==> config.mk <==
export PLATFORM = sky130hd
export DESIGN_NAME = envelope_clip_with_hpf_lpf_unit
export DESIGN_NICKNAME = d
export VERILOG_FILES = /design/src/hdl/ecf_pkg.sv /design/src/hdl/ecf_ctrl.sv /design/src/hdl/ecf_datapath.sv /design/src/hdl/envelope_clip_with_hpf_lpf_unit.sv
export SDC_FILE = /design/constraint.sdc
export NUM_CORES = 2
export LEC_CHECK = 0
export BUFFER_PORTS_ARGS = -buffer_cell sky130_fd_sc_hd__buf_2
export CORE_MARGIN = 4
export CORE_UTILIZATION = 34
export CTS_BUF_LIST = sky130_fd_sc_hd__clkbuf_16
export CTS_CLUSTER_SIZE = 16
export DETAILED_ROUTE_END_ITERATION = 12
export GPL_TIMING_DRIVEN = 1
export PLACE_DENSITY = 0.54
export SYNTH_ARGS = -nofsm -noshare
export SYNTH_HDL_FRONTEND = slang
export SYNTH_SLANG_ARGS = --single-unit
==> constraint.sdc <==
create_clock -name clk -period 9.8 [get_ports clk]
set_clock_uncertainty 0.15 [all_clocks]
set_input_delay 2.94 -clock clk [delete_from_list [all_inputs] [get_ports clk]]
set_output_delay 2.94 -clock clk [all_outputs]
set_load 0.02 [all_outputs]
==> src/hdl/ecf_pkg.sv <==
// Shared types and constants for the envelope clipper with high-pass and low-pass filters.
package ecf_pkg;

    localparam int SAMPLE_W = 24;
    localparam int ENV_W    = 23;
    localparam int GAIN_W   = 16;
    localparam int COEFF_W  = 16;
    localparam int CFG_IDX_W = 2;
    localparam int CFG_DATA_W = 23;
    localparam int HPM_W    = 26;
    localparam int MUL_A_W  = 17;
    localparam int MUL_B_W  = 28;
    localparam int PROD_W   = MUL_A_W + MUL_B_W;
    localparam int Y_W      = 27;

    localparam logic [CFG_IDX_W-1:0] CFG_GAIN          = 2'd0;
    localparam logic [CFG_IDX_W-1:0] CFG_CEILING_FLOOR = 2'd1;
    localparam logic [CFG_IDX_W-1:0] CFG_HIGHPASS      = 2'd2;
    localparam logic [CFG_IDX_W-1:0] CFG_LOWPASS       = 2'd3;

    localparam logic [GAIN_W-1:0]  GAIN_RESET     = 16'd256;
    localparam logic [ENV_W-1:0]   FLOOR_RESET    = 23'd4096;
    localparam logic [COEFF_W-1:0] HIGHPASS_RESET = 16'd62000;
    localparam logic [COEFF_W-1:0] LOWPASS_RESET  = 16'd2800;

    typedef struct packed {
        logic load_in;
        logic mul_gain;
        logic clip;
        logic mul_hp;
        logic upd_hp;
        logic mul_lp;
        logic upd_lp;
    } ecf_cmd_t;

endpackage

==> src/hdl/ecf_ctrl.sv <==
// Sequencer for the clip and filter steps, with the output handshake.
module ecf_ctrl (
    input  logic             clk,
    input  logic             rst_n,
    input  logic             in_valid,
    output logic             in_ready,
    output logic             out_valid,
    input  logic             out_ready,
    output ecf_pkg::ecf_cmd_t cmd
);
    import ecf_pkg::*;

    typedef enum logic [6:0] {
        ST_IDLE = 7'b0000001,
        ST_GAIN = 7'b0000010,
        ST_CLIP = 7'b0000100,
        ST_HPM  = 7'b0001000,
        ST_HPU  = 7'b0010000,
        ST_LPM  = 7'b0100000,
        ST_LPU  = 7'b1000000
    } state_t;

    state_t state_reg, state_next;
    logic   out_valid_reg, out_valid_next;

    always_comb
    begin
        state_next     = state_reg;
        out_valid_next = out_valid_reg & ~out_ready;
        cmd            = '0;
        in_ready       = 1'b0;
        unique case (state_reg)
            ST_IDLE:
            begin
                in_ready = 1'b1;
                if (in_valid)
                begin
                    cmd.load_in = 1'b1;
                    state_next  = ST_GAIN;
                end
            end
            ST_GAIN:
            begin
                cmd.mul_gain = 1'b1;
                state_next   = ST_CLIP;
            end
            ST_CLIP:
            begin
                cmd.clip   = 1'b1;
                state_next = ST_HPM;
            end
            ST_HPM:
            begin
                cmd.mul_hp = 1'b1;
                state_next = ST_HPU;
            end
            ST_HPU:
            begin
                cmd.upd_hp = 1'b1;
                state_next = ST_LPM;
            end
            ST_LPM:
            begin
                cmd.mul_lp = 1'b1;
                state_next = ST_LPU;
            end
            ST_LPU:
            begin
                // hold until the output register is free
                if (!out_valid_reg || out_ready)
                begin
                    cmd.upd_lp     = 1'b1;
                    out_valid_next = 1'b1;
                    state_next     = ST_IDLE;
                end
            end
            default:
            begin
                state_next = ST_IDLE;
            end
        endcase
    end

    always_ff @(posedge clk or negedge rst_n)
    begin
        if (!rst_n)
        begin
            state_reg     <= ST_IDLE;
            out_valid_reg <= 1'b0;
        end
        else
        begin
            state_reg     <= state_next;
            out_valid_reg <= out_valid_next;
        end
    end

    assign out_valid = out_valid_reg;

endmodule

==> src/hdl/ecf_datapath.sv <==
// Configuration registers, shared multiplier, clipper and filter state.
module ecf_datapath (
    input  logic                                   clk,
    input  logic                                   rst_n,
    input  ecf_pkg::ecf_cmd_t                      cmd,
    input  logic                                   cfg_write,
    input  logic [ecf_pkg::CFG_IDX_W-1:0]          cfg_index,
    input  logic [ecf_pkg::CFG_DATA_W-1:0]         cfg_data,
    input  logic signed [ecf_pkg::SAMPLE_W-1:0]    sample_in,
    input  logic [ecf_pkg::ENV_W-1:0]              envelope,
    output logic signed [ecf_pkg::SAMPLE_W-1:0]    sample_out
);
    import ecf_pkg::*;

    localparam int AMP_W = 32;
    localparam int HPD_W = 28;
    localparam int LPS_W = 29;
    localparam int LSUM_W = 30;

    logic [GAIN_W-1:0]  gain_reg;
    logic [ENV_W-1:0]   floor_reg;
    logic [COEFF_W-1:0] hp_coeff_reg;
    logic [COEFF_W-1:0] lp_coeff_reg;

    logic signed [SAMPLE_W-1:0] x_reg;
    logic [ENV_W-1:0]           env_reg;
    logic [ENV_W-1:0]           ceil_reg;
    logic signed [SAMPLE_W-1:0] clip_reg;
    logic signed [PROD_W-1:0]   prod_reg;
    logic signed [Y_W-1:0]      y_reg;
    logic signed [HPM_W-1:0]    s_reg;
    logic signed [SAMPLE_W-1:0] l_reg, l_next;
    logic signed [SAMPLE_W-1:0] out_reg;

    logic signed [MUL_A_W-1:0] op_a;
    logic signed [MUL_B_W-1:0] op_b;
    logic signed [PROD_W-1:0]  prod_next;

    logic signed [AMP_W-1:0]    amp;
    logic signed [AMP_W-1:0]    ceil_pos;
    logic signed [SAMPLE_W-1:0] clip_next;
    logic signed [Y_W-1:0]      y_next;
    logic signed [HPD_W-1:0]    hp_diff;
    logic signed [HPM_W-1:0]    s_next;
    logic signed [LPS_W-1:0]    lp_step;
    logic signed [LSUM_W-1:0]   l_sum;

    always_ff @(posedge clk or negedge rst_n)
    begin
        if (!rst_n)
        begin
            gain_reg     <= GAIN_RESET;
            floor_reg    <= FLOOR_RESET;
            hp_coeff_reg <= HIGHPASS_RESET;
            lp_coeff_reg <= LOWPASS_RESET;
        end
        else if (cfg_write)
        begin
            unique case (cfg_index)
                CFG_GAIN:          gain_reg     <= cfg_data[GAIN_W-1:0];
                CFG_CEILING_FLOOR: floor_reg    <= cfg_data[ENV_W-1:0];
                CFG_HIGHPASS:      hp_coeff_reg <= cfg_data[COEFF_W-1:0];
                CFG_LOWPASS:       lp_coeff_reg <= cfg_data[COEFF_W-1:0];
                default:           gain_reg     <= gain_reg;
            endcase
        end
    end

    always_comb
    begin
        op_a = '0;
        op_b = '0;
        if (cmd.mul_gain)
        begin
            op_a = signed'({1'b0, gain_reg});
            op_b = MUL_B_W'(x_reg);
        end
        else if (cmd.mul_hp)
        begin
            op_a = signed'({1'b0, hp_coeff_reg});
            op_b = MUL_B_W'(s_reg) + MUL_B_W'(clip_reg);
        end
        else
        begin
            op_a = signed'({1'b0, lp_coeff_reg});
            op_b = MUL_B_W'(y_reg) - MUL_B_W'(l_reg);
        end
        prod_next = op_a * op_b;
    end

    always_comb
    begin
        amp      = prod_reg[AMP_W+7:8];
        ceil_pos = signed'(AMP_W'(ceil_reg));
        if (amp > ceil_pos)
            clip_next = SAMPLE_W'(ceil_pos);
        else if (amp < -ceil_pos)
            clip_next = SAMPLE_W'(-ceil_pos);
        else
            clip_next = SAMPLE_W'(amp);

        y_next  = prod_reg[Y_W+15:16];
        hp_diff = HPD_W'(y_next) - HPD_W'(clip_reg);
        if (hp_diff > HPD_W'(2**(HPM_W-1) - 1))
            s_next = {1'b0, {(HPM_W-1){1'b1}}};
        else if (hp_diff < -HPD_W'(2**(HPM_W-1)))
            s_next = {1'b1, {(HPM_W-1){1'b0}}};
        else
            s_next = HPM_W'(hp_diff);

        lp_step = prod_reg[PROD_W-1:16];
        l_sum   = LSUM_W'(l_reg) + LSUM_W'(lp_step);
        if (l_sum > LSUM_W'(2**(SAMPLE_W-1) - 1))
            l_next = {1'b0, {(SAMPLE_W-1){1'b1}}};
        else if (l_sum < -LSUM_W'(2**(SAMPLE_W-1)))
            l_next = {1'b1, {(SAMPLE_W-1){1'b0}}};
        else
            l_next = SAMPLE_W'(l_sum);
    end

    always_ff @(posedge clk or negedge rst_n)
    begin
        if (!rst_n)
        begin
            s_reg <= '0;
            l_reg <= '0;
        end
        else
        begin
            if (cmd.upd_hp)
                s_reg <= s_next;
            if (cmd.upd_lp)
                l_reg <= l_next;
        end
    end

    always_ff @(posedge clk)
    begin
        if (cmd.load_in)
        begin
            x_reg   <= sample_in;
            env_reg <= envelope;
        end
        if (cmd.mul_gain)
            ceil_reg <= (env_reg > floor_reg) ? env_reg : floor_reg;
        if (cmd.mul_gain || cmd.mul_hp || cmd.mul_lp)
            prod_reg <= prod_next;
        if (cmd.clip)
            clip_reg <= clip_next;
        if (cmd.upd_hp)
            y_reg <= y_next;
        if (cmd.upd_lp)
            out_reg <= l_next;
    end

    assign sample_out = out_reg;

endmodule

==> src/hdl/envelope_clip_with_hpf_lpf_unit.sv <==
// Top level of the envelope clipper with one-pole high-pass and low-pass filters.
//
//   channel  signals                                  direction
//   input    in_valid, in_ready, sample_in, envelope  in
//   output   out_valid, out_ready, sample_out         out
//   config   cfg_valid, cfg_ready, cfg_index, cfg_data in
//
// A transaction steps through gain, clip, high-pass and low-pass to the result register,
// and a new one is not accepted until the last one is through:
// one shared 17x28 multiplier is used three times (gain, high-pass, low-pass),
// each product registered before the clip or the state update that uses it.
// A new transaction is taken once the result is in the output register.
// Reset clears the filter state and loads the register defaults.
// A stalled output holds the last step until the output register drains.
module envelope_clip_with_hpf_lpf_unit (
    input  logic                                   clk,
    input  logic                                   rst_n,
    input  logic                                   in_valid,
    output logic                                   in_ready,
    input  logic signed [ecf_pkg::SAMPLE_W-1:0]    sample_in,
    input  logic [ecf_pkg::ENV_W-1:0]              envelope,
    output logic                                   out_valid,
    input  logic                                   out_ready,
    output logic signed [ecf_pkg::SAMPLE_W-1:0]    sample_out,
    input  logic                                   cfg_valid,
    output logic                                   cfg_ready,
    input  logic [ecf_pkg::CFG_IDX_W-1:0]          cfg_index,
    input  logic [ecf_pkg::CFG_DATA_W-1:0]         cfg_data
);
    import ecf_pkg::*;

    ecf_cmd_t cmd;

    assign cfg_ready = 1'b1;

    ecf_ctrl u_ctrl (
        .clk       (clk),
        .rst_n     (rst_n),
        .in_valid  (in_valid),
        .in_ready  (in_ready),
        .out_valid (out_valid),
        .out_ready (out_ready),
        .cmd       (cmd)
    );

    ecf_datapath u_datapath (
        .clk        (clk),
        .rst_n      (rst_n),
        .cmd        (cmd),
        .cfg_write  (cfg_valid & cfg_ready),
        .cfg_index  (cfg_index),
        .cfg_data   (cfg_data),
        .sample_in  (sample_in),
        .envelope   (envelope),
        .sample_out (sample_out)
    );

endmodule
Word level (Yosys, flattened, before mapping)
Cells that the tools add are included.

word-level totals
  bits in registers = 319
  bits of input ports = 77
  output and inout port bits = 27
  word-level logic and storage cells = 79

cells by class
  $add $sub $neg = 5
  multiply operators = 1
  order comparisons = 7
  eq/ne operators = 12
  muxes and demuxes = 26
  bitwise logic cells = 2
  reductions and logical operators = 10

operators by type and width
  cell                    number
  $mux W24                3
  $mux W28                2
  $sub A27 B24 Y28        2
  $mux W26                2
  $pmux W7 S7             1
  $mux W23                2
  $mul A17 B28 Y45        1
  $gt A32 B24 Y1          1
  $lt A32 B32 Y1          1
  $mux W16                2
  $neg A23 Y32            1
  $add A24 B29 Y30        1
  $gt A30 B24 Y1 const B  1
  $lt A30 B24 Y1 const B  1
  $gt A28 B26 Y1 const B  1
  $lt A28 B26 Y1 const B  1
  $add A26 B24 Y27        1
  $gt A23 B23 Y1          1
  $mux W7                 2
  $mux W1                 12
  $reduce_and A2 Y1       5
  $eq A7 B1 Y1 const B    1
  $eq A7 B2 Y1 const B    1
  $eq A7 B3 Y1 const B    1
  13 further kinds        16

Depth between registers and ports, before layout
  depth after elaboration = 5
  gate-level depth with buffers = 37
  gate-level depth less buffers = 36

Hierarchy
From an unflattened synthesis, not the netlist that was laid out.

second synthesis, totals
  cell total of the unflattened synthesis = 3,856
  area, all modules = 36,588.8 µm²

modules (own cells, without submodules)
  module                           times used  cells an instance  area each (µm²)  sequential area each (µm²)
  ecf_datapath                     1           3,810              36,102.1         8,511.9
  ecf_ctrl                         1           44                 475.5            201.4
  envelope_clip_with_hpf_lpf_unit  1           2                  11.3             0.0

Worst setup path before layout
No wires, ideal clock.

  path kind = register -> register
  from = register u_datapath.l_reg[0]
  to = register u_datapath.prod_reg[37], data pin
  library setup time = 0.260 ns
  data arrival time = 8.280 ns
  data required time = 9.390 ns
  path slack = 1.110 ns
  cell stages (with the launch flop) = 34
  path buffers = 1
  clock period less this slack = 8.690 ns
  cell sequence = dfrtp_1 > ha_1 > fa_1 > nor2b_1 > o21ai_1 > a21oi_1 > o21a_1 > o21ai_1 > a21oi_1 > o21a_1 > nor3_1 > o31ai_1 > clkbuf_1 > o211ai_1 > fa_1 > inv_1 > fa_1 > inv_1 > fa_1 > fa_1 > inv_1 > fa_1 > fa_1 > ha_1 > a211oi_1 > o21ai_0 > a21oi_1 > a2bb2oi_1 > a31oi_2 > o2111ai_1 > nand2_1 > a41o_1 > a21oi_1 > xnor2_1

on the way
  cells in the longest elaborated chain, start to end = 4

RTL lines
  item                                RTL line             RTL
  start: declaration                  ecf_datapath.sv:32   logic signed [SAMPLE_W-1:0] l_reg, l_next;
  start signal: assignment            ecf_datapath.sv:133  l_reg <= l_next;
  $sub A27 B24 Y28                    ecf_datapath.sv:86   op_b = MUL_B_W'(y_reg) - MUL_B_W'(l_reg);
  $mux W28                            ecf_datapath.sv:78   else if (cmd.mul_hp)
  $mux W28                            ecf_datapath.sv:73   if (cmd.mul_gain)
  $mul A17 B28 Y45                    ecf_datapath.sv:88   prod_next = op_a * op_b;
  named net u_datapath.prod_next[37]  ecf_datapath.sv:37   logic signed [PROD_W-1:0] prod_next;
  end signal: assignment              ecf_datapath.sv:147  prod_reg <= prod_next;
  end: declaration                    ecf_datapath.sv:29   logic signed [PROD_W-1:0] prod_reg;

The timed path passes the listed nets, and every way through them passes these cells.
A chain may end at the register's enable or synchronous reset.

Worst setup path in the final report
  from = register u_datapath.l_reg[0]
  to = register u_datapath.prod_reg[38], data pin

Same word-level chain as after synthesis.

==> out/results.ini <==
[run_status]
status=completed

[yosys]
synthMuxAreaShare_pct=3.36
synthesis.area_um2=35700
synth-seq-area-share_pct=24.4
synth_fa_ha_area_share_pct=34.7
avgSynthCellArea_um2=9.49
async_flop_share_pct=41.5
ys.flop_type=edfxtp_1
synth_cell_type_count=93
synth_xor_xnor_area_share_pct=3.07
ys_warn_count=0
synth_nets=4568
synth_compound_area_share_pct=12.6
synth-edff-count=182
synth_cells=3762
synthSimpleGateAreaFrac_pct=13.5
synth-seq-cells=311
synth_top_family_by_area=adder cells

[setup_path]
slowest_stage=a31oi_2
critPathArrivalTime_ns=9.64
path_class=register to register
critPathMaxFanout=11
start_kind=register
path_common_cell=fa_1
cp.required_ns=9.98
rrSetupSlack_ns=0.35
worst_path_largest_cell_delay_ns=0.57
end_kind=register

[detailed_routing]
drt_iter0_markers=2554
wl_met1_um=52300
wl_per_cell_um=22.8
routed_via_density=5.30
final_antenna_net_count=0
wl_met3_um=9640
highest_layer=met4
post-route-drc-count=0
routed_wirelength_um=121000
dr_total_vias=28100
wl_met2_um=54500
first_pass_iters=6

[finish]
fillers=10600
seqCellArea_um2=8710
drive_gt1_share_pct=12.0
largest_reg_flops=37
area_growth_pct=11.6
nets=4703
multi_input_area_um2=24100
final_cell_area_um2=39900

[hold_path]
hold_class=register to register

[clocking]
cts_buffers=42
ctsHoldBuffers=0
htree_num_levels=2
clkLatencyLatePin_ns=0.61
cts_tree=built
clkTransAtPathRegs_ns=0.06
clk_path_buf_depth=3
cts_root_buf=clkbuf_16
cts.sinks=311

[sta]
rsz0062_at_grt=false
min_period_ns=9.45
setup_viol=0
slew_viol_final=0
max_freq_mhz=106
post-route-period-util_pct=96.5
tightest_slew_ns=1.19
finalSetupTns_ns=0
maxSlewHeadroom_pct=20.3
hold_viol=0

[run]
max-cap-violations=0

[global_routing]
grt_pass1_vias=28500
grt_overflow=0
grt_max_degree=77
grtUsageTotal_pct=21.9
antenna_found_initial=5
grt_pass1_wl_um=183000

[floorplan]
fp.dieH_um=332
core_um2=104000
dieWidth_um=332
die_area_um2=110000
rows=118
start_util_pct=34.4
pin_count=104

[place]
gp_congestion=0.965
hpwl_um=98700
placed_cell_area_um2=38400
port_buffers=102

[path summary, 6_finish.rpt]
path	from	to	depth (start not counted)
worst max-delay path	u_datapath.l_reg[0]	u_datapath.prod_reg[38]	32
worst min-delay path	u_datapath.lp_coeff_reg[1]	u_datapath.lp_coeff_reg[1]	1
worst max register to register	u_datapath.l_reg[0]	u_datapath.prod_reg[38]	32
worst min register to register	u_datapath.lp_coeff_reg[1]	u_datapath.lp_coeff_reg[1]	1
max in group asynchronous	rst_n	u_ctrl.state_reg[1]	2
min in group asynchronous	rst_n	u_datapath.floor_reg[20]	1
[cell usage after synthesis, drive strengths merged (7+ instances only)]
master   number  share of area, %
or3          22              0.39
a221o        13              0.36
nor2b        23              0.40
nand4        34              0.61
a31oi        30              0.54
o311a        11              0.31
edfxtp      182                15
xor2         37              0.91
nand2       332               3.5
or2          15              0.26
mux2i        13              0.36
o21bai       12              0.25
buf          31              0.48
inv         651               6.8
nand3        74               1.1
and3         33              0.58
nand2b       26              0.48
o211ai       25              0.53
o211a        10              0.28
o31ai         8              0.17
o22ai        30              0.86
a211o        12              0.29
a221oi       15              0.37
and2         39              0.68
o21a         40              0.84
ha          294                10
dfstp        16               1.2
fa          435                24
a21oi       181               2.5
a21o        101               2.1
nor3         99               1.4
xnor2        88               2.2
nor3b         7              0.15
dfrtp       113               7.9
clkbuf      100               1.1
o2111ai       8              0.20
a211oi       16              0.34
nor2        315               3.3
mux2         95               3.0
o21ai        95               1.3
[metrics by stage]
step / utilization (%) / std cells / setup WS [ns] / hold slack, ns
6_report: 38.4 / 5313 / 0.346 / 0.346
5_1_grt: 38.4 / 5311 / 0.00142 / 0.362
4_1_cts: 38.3 / 5305 / 0.362 / 0.348
3_5_place_dp: 37.0 / 5227 / 0.396 / 0.335
3_3_place_gp: 37.0 / 5227 / 0.466 / 0.329
2_1_floorplan: - / 3762 / 1.11 / 0.311
[cell type report]
type / count / share of cell area, %
multi-input combinational: 2668 / 60.5
sequential: 311 / 21.9
inverter: 652 / 6.15
tap: 1380 / 4.33
timing repair buffer: 222 / 3.71
clock buffer: 44 / 2.76
clock inverter: 34 / 0.709
antenna: 2 / 0.0126
[cell families (layout without fill, tap and decap cells)]
family,after synthesis,in the layout
AOI/OAI and AO/OA,658,658
xor gates and xnor gates,125,125
adders and majority gates,729,729
buffers and inverters,783,952
DFF,311,311
muxes,108,108
other,1,3
and+or+nand+nor,1047,1047
[critical path: cells and delay by family, from the launching register on]
family,cells,cell delay (ns)
flip-flops,1,0.40
adder cells (fa/ha/maj),9,4.05
AND/OR/NAND/NOR,6,0.78
AO/OA/AOI/OAI,11,2.95
multiplexers,1,0.18
XOR/XNOR,1,0.17
buffers and inverters,4,0.48
[cell usage in the layout, fill, tap and decap left out, types with 37 or more instances in the layout]
cell type and count:
and2_1 37, o21a_1 38, nand3_1 73, a21oi_1 178, mux2_2 95, fa_1 435, buf_4 115, nor3_1 96
nand2_1 331, buf_2 101, edfxtp_1 182, nor2_1 313, dfrtp_1 113, o21ai_0 77, xor2_1 37, ha_1 294
a21o_1 101, inv_1 657, xnor2_1 88, clkbuf_16 44
[metal layers]
metal  track usage (%)  vias up
met5                 0        -
met4              7.59        0
met3              3.75      212
met2              34.5     1026
met1              30.4    14100
li1                  -    12800
[timing repair]
action | in CTS | in global routing
setup buffers | 0 | 6
hold endpoints to repair | 0 | 0
setup endpoints to repair | 0 | 9
gates resized for setup | 0 | 8
Power is not shown: default switching activity piles up to over one toggle a cycle in this logic, so the estimate is an artifact.
